[src/hw/rtl/fsm_pkg.sv]
package fsm_pkg;

	localparam int DDepth = 256;
	localparam int RDepth = 256;
	localparam int DAw = $clog2(DDepth);
	localparam int RAw = $clog2(RDepth);
	localparam int DCw = DAw + 1;
	localparam int RCw = RAw + 1;

	typedef enum logic [4:0] {
		CMD_LIT = 5'd0, CMD_ADD = 5'd1, CMD_SUB = 5'd2, CMD_MUL = 5'd3,
		CMD_DIV = 5'd4, CMD_MOD = 5'd5, CMD_NEG = 5'd6, CMD_DUP = 5'd7,
		CMD_DROP = 5'd8, CMD_SWAP = 5'd9, CMD_OVER = 5'd10, CMD_ROT = 5'd11,
		CMD_LT = 5'd12, CMD_GT = 5'd13, CMD_EQ = 5'd14, CMD_PRINT = 5'd15,
		CMD_EMIT = 5'd16, CMD_NL = 5'd17, CMD_TOR = 5'd18, CMD_FROMR = 5'd19,
		CMD_FETCHR = 5'd20
	} cmd_t;

	localparam logic [2:0] ST_OK = 3'd0;
	localparam logic [2:0] ST_DOVF = 3'd1;
	localparam logic [2:0] ST_DUNF = 3'd2;
	localparam logic [2:0] ST_ROVF = 3'd3;
	localparam logic [2:0] ST_RUNF = 3'd4;
	localparam logic [2:0] ST_DIVZ = 3'd5;

	localparam logic [1:0] K_NONE = 2'd0;
	localparam logic [1:0] K_NUM = 2'd1;
	localparam logic [1:0] K_CHAR = 2'd2;
	localparam logic [1:0] K_NL = 2'd3;

	// decoded request between front and back
	typedef struct packed {
		logic [4:0] cmd;
		logic [63:0] lit;
		logic [1:0] need;
		logic grow;
	} op_t;

	typedef enum logic [3:0] {
		S_IDLE, S_RD0, S_RD1, S_RD2, S_EXEC, S_DIV, S_WR1, S_WR2, S_WR3, S_OUT
	} state_t;

endpackage

[src/hw/rtl/fsm_front.sv]
module fsm_front (
	input logic clk,
	input logic arst_n,
	input logic in_valid,
	output logic in_ready,
	input logic [4:0] cmd,
	input logic [63:0] lit,
	output logic q_valid,
	input logic q_ready,
	output fsm_pkg::op_t q_op
);
	// two-entry queue of classified requests
	fsm_pkg::op_t buf_q [2];
	logic [1:0] cnt_q;
	logic rp_q, wp_q;
	fsm_pkg::op_t dec;

	always_comb begin
		dec.cmd = cmd;
		dec.lit = lit;
		dec.need = 2'd0;
		dec.grow = 1'b0;
		case (cmd) inside
			fsm_pkg::CMD_LIT: dec.grow = 1'b1;
			fsm_pkg::CMD_ADD, fsm_pkg::CMD_SUB, fsm_pkg::CMD_MUL, fsm_pkg::CMD_DIV,
			fsm_pkg::CMD_MOD, fsm_pkg::CMD_SWAP, fsm_pkg::CMD_LT, fsm_pkg::CMD_GT,
			fsm_pkg::CMD_EQ: dec.need = 2'd2;
			fsm_pkg::CMD_NEG, fsm_pkg::CMD_DROP, fsm_pkg::CMD_PRINT, fsm_pkg::CMD_EMIT,
			fsm_pkg::CMD_TOR: dec.need = 2'd1;
			fsm_pkg::CMD_DUP: begin dec.need = 2'd1; dec.grow = 1'b1; end
			fsm_pkg::CMD_OVER: begin dec.need = 2'd2; dec.grow = 1'b1; end
			fsm_pkg::CMD_ROT: dec.need = 2'd3;
			default: ;
		endcase
	end

	assign in_ready = cnt_q != 2'd2;
	assign q_valid = cnt_q != 2'd0;
	assign q_op = buf_q[rp_q];

	always_ff @(posedge clk) begin
		if (in_valid && in_ready) buf_q[wp_q] <= dec;
	end

	always_ff @(posedge clk or negedge arst_n) begin
		if (!arst_n) begin
			cnt_q <= 2'd0;
			rp_q <= 1'b0;
			wp_q <= 1'b0;
		end else begin
			if (in_valid && in_ready) wp_q <= ~wp_q;
			if (q_valid && q_ready) rp_q <= ~rp_q;
			cnt_q <= cnt_q + {1'b0, in_valid && in_ready} - {1'b0, q_valid && q_ready};
		end
	end

	assert property (@(posedge clk) disable iff (!arst_n) cnt_q <= 2'd2)
		else $error("queue count overrun");
	assert property (@(posedge clk) disable iff (!arst_n)
		(cnt_q == 2'd0) |-> !q_valid) else $error("empty queue shows valid");
	assert property (@(posedge clk) disable iff (!arst_n)
		(q_valid && !q_ready) |=> q_valid) else $error("queued request lost");
endmodule

[config.mk]
export PLATFORM = sky130hd
export DESIGN_NAME = fsm_front
export DESIGN_NICKNAME = d
export VERILOG_FILES = /design/src/hw/rtl/fsm_pkg.sv /design/src/hw/rtl/fsm_front.sv
export SDC_FILE = /design/constraint.sdc
export NUM_CORES = 1
export LEC_CHECK = 0
export ABC_AREA = 1
export BUFFER_PORTS_ARGS = -buffer_cell sky130_fd_sc_hd__buf_2
export CAP_MARGIN = 20
export CORE_AREA = 2 2 116 118
export DETAILED_ROUTE_END_ITERATION = 6
export DIE_AREA = 0 0 118 120
export GPL_TIMING_DRIVEN = 0
export PLACE_DENSITY = 0.74
export SLEW_MARGIN = 20
export SYNTH_ARGS = -nofsm -noshare
export SYNTH_HDL_FRONTEND = slang
export SYNTH_SLANG_ARGS = --single-unit
[constraint.sdc]
create_clock -name clk -period 4.5 [get_ports clk]
set_input_delay 0.9 -clock clk [delete_from_list [all_inputs] [get_ports clk]]
set_output_delay 0.9 -clock clk [all_outputs]
set_load 0.02 [all_outputs]
==> implementation parameters, run 1 <==
Parameter                              Value

Worst setup path
  Arrival @ worst endpoint    1540 ps
  Critical Path Fanout Max    10
  CP Class    register to output pin
  Crit. End Element    output pin
  Required time reported for the critical path endpoint    3600 ps
  Worst reg2reg path depth    5
  Type of element launching the critical path    register

Clock tree
  Number of hold buffers added after cts    0
  Clk sink count    148
  Clock Latency Late Sink    410 ps
  Number of H-tree levels    4
  Root buffer cell    clkbuf_16
  Worst-path clk slew    60 ps
  Number of buffers created by CTS    17
  Clock tree from TritonCTS    done
  Post-CTS Setup Inserts    0
  Post-CTS sizing    0
  Worst-case clock buffer depth    2

Yosys
  Mean Syn Cell Area    13.0 um2
  Yosys warning count    0
  Total of flip-flops plus latches after synthesis    148
  Cell taking the most area after synthesis    edfxtp_1
  Summed instance area of the synthesized netlist    5650 um2
  Cell count after synthesis    434
  Post-Syn Nets    509
  Count of cell types in the netlist    21
  Area fraction of the dominant cell type after synthesis    0.766
  Register area share after synthesis    0.784
  Synth top area cells    edfxtp_1, nand2_1, dfrtp_1

Floorplan
  Total number of placement rows    42
  Total die area    14200 um2
  Core outline area    13000 um2
  Die H    120 um
  I/O pin cnt    147
  Effective utilization at floorplan    0.435
  Horizontal extent of the die    118 um

GRT
  Pin count of the biggest net entering global routing    28
  Global-route wire length before repair    17600 um
  Antenna violations before repair    0
  Via count of the first global-routing pass    3595
  Aggregate global routing overflow    0
  Total routing usage reported by global routing    0.165

Placement
  Total cell area at the placement stage    6750 um2
  Input/output buffers    146
  DP Wirelength    7910 um
  Routability cong.    0.777

STA
  Final critical-path share of the clock period    0.542
  Maximum frequency from static timing analysis    410 MHz
  Final Slew Violations    0
  Setup repair after global routing missed its margin    no
  Number of hold-slack violations in the final timing report    0
  Skew final    2.74 ps
  Shortest period the worst path allows    2440 ps
  Headroom to the max-slew limit    0.834
  Total of endpoints with negative setup slack in the final report    0
  Worst Tran Pin Value    248 ps
  Setup_tns    0 ps

Drt
  Number of nets with antenna violations after routing    0
  Per-cell via count in the routed design    4.65
  DRC violations left    0
  Wirelength per Cell    14.5 um
  Iteration-0 DRC Markers    265
  Vias post-DR    3686
  Total Routed Length    11500 um
  Number of optimization iterations in the first detailed-route pass    4

Worst hold path
  Hold Crit Class    primary input to asynchronous set/reset pin

Final layout
  Syn-to-layout area delta    29.6%
  Combined area of the multi-input logic cells    1060 um2
  Most common cell after layout, fill and taps aside    nand2_1
  Final antenna diode count    0
  Filler cell count    1085
  Final-stage net count    680
  Sequential cell area    4420 um2
  Fraction of layout instances using a drive strength above 1    0.331
  Total non-filler cell area in the finished layout    7320 um2
  Most frequent cells in the layout    nand2_1, buf_2, edfxtp_1, clkbuf_16

Power and ir drop
  Power Density    714 nW/um2
  P_leak    0.00319 uW
  Worst vdd rail ir drop    0.265 mV

Outcome
  Result of the run    complete, no violations

Run
  Total of max-cap violations    0
## routing by layer
layer,GRT usage,wire length [um],share of wire,vias to the layer above
met5,0,0,0,-
met4,0.0745,220,0.019,0
met3,0.0475,658,0.057,19
met2,0.281,5930,0.52,134
met1,0.194,4670,0.41,1731
li1,-,-,-,1802
## cell usage after synthesis
cell / instances
inv_2: 2
ha_1: 2
a21oi_1: 1
o21ai_1: 1
nand4_1: 3
o21ai_0: 1
nor2_1: 11
nand3_1: 3
nand2_4: 1
edfxtp_1: 144
nand2_2: 2
inv_1: 9
or2_4: 1
xor2_2: 1
buf_6: 8
buf_2: 6
dfrtp_1: 4
xnor2_1: 2
nand2_1: 230
buf_4: 1
inv_6: 1
## area by class of cell
class / count / share of cell area
clock inverter: 13 / 0.0193
clock buffer: 18 / 0.0586
tap: 176 / 0.0301
sequential: 148 / 0.605
timing repair buffer: 152 / 0.118
multi-input combinational: 259 / 0.145
inverter: 12 / 0.00684
buffer: 15 / 0.0174
## metrics by stage
step,power [uW],std cells,utilization,hold slack (ps),worst slack [ps]
after global routing,5510,793,0.564,272,1960
after global placement,3810,756,0.509,515,54.9
final,5230,793,0.564,290,2060
after floorplan,3190,434,-,502,1170
after CTS,5290,793,0.564,270,2020
after detailed placement,3920,762,0.520,527,2340
## worst max-delay path, cell delays in order (launching register included)
cell	delay, ps
dfrtp_1	370
buf_6	150
inv_6	140
buf_6	170
nand2_1	50
nand2_1	80
buf_2	170
## where the power goes
part	switching [uW]	internal [uW]	total (uW)	leakage, uW
Combinational	1280	621	1900	0.00153
Sequential	74.6	1880	1950	0.00138
Clock	511	856	1370	0.000278
## final timing paths
| path | to | start | slack [ps] |
|---|---|---|---|
| max | q_op[70] | rp_q | 2060 |
| min | wp_q | arst_n | 290 |
| max reg2reg | buf_q[1][48] | cnt_q[1] | 2810 |
| min reg2reg | cnt_q[0] | cnt_q[0] | 530 |
| max in group asynchronous | rp_q | arst_n | 4090 |
| min in group clk | cnt_q[0] | cnt_q[0] | 530 |
## flip-flops by register name, indices dropped and copies added (netlist names)
register / count
buf_q: 144
cnt_q: 2
rp_q: 1
wp_q: 1
## kinds of logic after synthesis
logic type	count (synthesis)	synth area share
compound gates	3	0.00266
xor+xnor	3	0.00598
fa+ha+maj	2	0.00443
buf+inv	27	0.0315
flops	148	0.784
simple gates	251	0.172
Note: power is estimated with default switching activity, not from simulation.
==> run 2: changes to the inputs <==
- PLACE_DENSITY: 0.74 -> 0.77
- clock period: 4.5 -> 2.2 ns (I/O delays scaled with it)
==> run 2 against run 1 <==
Sequential power grew 110%. Global-route usage is 0.60 points higher. Count of clock-buffer cells in the layout up 2. Register-to-register slack got worse by 2300 ps. Largest cell class unchanged. Final cell count is 0.25% higher.
==> implementation parameters, run 2 (synthesis results as in run 1) <==
Parameter                              Value

Final layout
  Register ranked first by flip-flop count    buf_q
  Syn-to-layout area delta    30.9%
  Combined area of the multi-input logic cells    1060 um2
  Largest registers    buf_q: 144 flops, cnt_q: 2 flops
  Most frequent cells in the layout    nand2_1, buf_2, edfxtp_1, clkbuf_16
  Sequential cell area    4420 um2
  Final antenna diode count    0
  Most common cell after layout, fill and taps aside    nand2_1
  Final-stage net count    681
  Filler cell count    1096
  Number of flip-flops under the largest register name    144
  Fraction of layout instances using a drive strength above 1    0.333

Clock tree
  Post-CTS sizing    0
  Clock Latency Late Sink    410 ps
  Number of buffers created by CTS    17
  Worst-path clk slew    60 ps
  Root buffer cell    clkbuf_16
  Clock tree from TritonCTS    done
  Post-CTS Setup Inserts    0
  Number of H-tree levels    4
  Worst-case clock buffer depth    2
  Clk sink count    148
  Number of hold buffers added after cts    1

Worst setup path
  Crit. End Element    output pin
  CP cell instances    buf_6 -> inv_6 -> buf_6 -> nand2_1 -> nand2_1 -> buf_2
  Type of element launching the critical path    register
  CP Class    register to output pin
  Worst path slowest cell    dfrtp_1
  Required time reported for the critical path endpoint    1760 ps
  Critical Path Fanout Max    10
  Longest individual stage delay on the worst path    370 ps
  Arrival @ worst endpoint    1560 ps

STA
  Worst Tran Pin Value    313 ps
  Final Slew Violations    0
  Skew final    4.94 ps
  Number of hold-slack violations in the final timing report    0
  Total of endpoints with negative setup slack in the final report    0
  Setup repair after global routing missed its margin    no
  Maximum frequency from static timing analysis    499 MHz
  Shortest period the worst path allows    2000 ps
  Headroom to the max-slew limit    0.791
  Setup_tns    0 ps
  Worst hold-check slack    219 ps
  Final critical-path share of the clock period    0.910

Placement
  Routability cong.    0.800
  Input/output buffers    146
  DP Wirelength    8120 um

Drt
  Iteration-0 DRC Markers    207
  Number of nets with antenna violations after routing    0
  Total Routed Length    11600 um
  DRC violations left    0
  Number of optimization iterations in the first detailed-route pass    4
  Per-cell via count in the routed design    4.69
  Wirelength per Cell    14.6 um
  Vias post-DR    3730

Floorplan
  Total number of placement rows    42
  I/O pin cnt    147
  Core outline area    13000 um2
  Die H    120 um
  Effective utilization at floorplan    0.435
  Horizontal extent of the die    118 um
  Total die area    14200 um2

Power and ir drop
  Sw frac    0.350
  Cell internal power dissipation    7120 uW
  Power Density    1480 nW/um2
  Power share of the combinational group    0.359
  Worst vdd rail ir drop    0.596 mV
  Total net switching power    3830 uW
  Part of the power in the clock network    0.276
  Share of power burned in registers    0.365
  P_leak    0.00323 uW

Worst hold path
  Hold Crit Class    primary input to register

GRT
  Antenna violations before repair    0
  Via count of the first global-routing pass    3742
  Total routing usage reported by global routing    0.171
  Global-route wire length before repair    18300 um
  Aggregate global routing overflow    0
  Pin count of the biggest net entering global routing    26

Outcome
  Result of the run    complete, no violations

Run
  Total of max-cap violations    0
==> run 2: power groups by stage <==
| stage | clock [uW] | combinational, uW | sequential (uW) |
|---|---|---|---|
| 6_report | 3020 | 3930 | 4000 |
| 5_1_grt | 3200 | 4300 | 4060 |
| 4_1_cts | 3090 | 4020 | 4000 |
| 3_5_place_dp | 0 | 4000 | 4060 |
| 3_3_place_gp | 0 | 3720 | 4070 |
| 2_1_floorplan | 0 | 2480 | 4040 |
==> run 2: worst paths after layout <==
kind	start	to	slack (ps)	cells past startpoint
setup / recovery	rp_q	q_op[70]	200	6
hold / removal	lit[47]	buf_q[0][50]	220	1
setup reg to reg	cnt_q[0]	buf_q[0][29]	550	6
hold reg to reg	cnt_q[0]	cnt_q[0]	550	1
max in group asynchronous	arst_n	rp_q	1680	2
min in group asynchronous	arst_n	cnt_q[1]	400	2
==> run 2: routing by layer <==
layer | share of wire | up-vias | track usage
met5 | 0 | - | 0
met4 | 0.023 | 0 | 0.0798
met3 | 0.050 | 26 | 0.0475
met2 | 0.52 | 122 | 0.295
met1 | 0.41 | 1776 | 0.198
li1 | - | 1806 | -
==> run 2: area by class of cell <==
cell class,instances,area share
clock buffers,20,0.0591
multi-input cells,259,0.144
flip-flops and latches,148,0.599
plain buffers,15,0.0173
inverters,12,0.00677
clock inverters,12,0.0251
well taps,176,0.0298
repair buffers,153,0.119
==> run 2: worst max-delay path: cells and delay by family (launching register included) <==
family        cells  cell delay (ps)
buf+inv           4              630
simple gates      2              150
flops             1              370
==> run 2: through the flow <==
step,setup slack (ps),instances,instance area [um2],total power [uW],util
after floorplan,12.6,434,5670,6530,-
after CTS,168,795,7390,11100,0.570
final,198,795,7390,11000,0.570
after global placement,-558,756,6620,7790,0.510
after detailed placement,514,762,6760,8060,0.521
after global routing,80.5,795,7390,11600,0.570
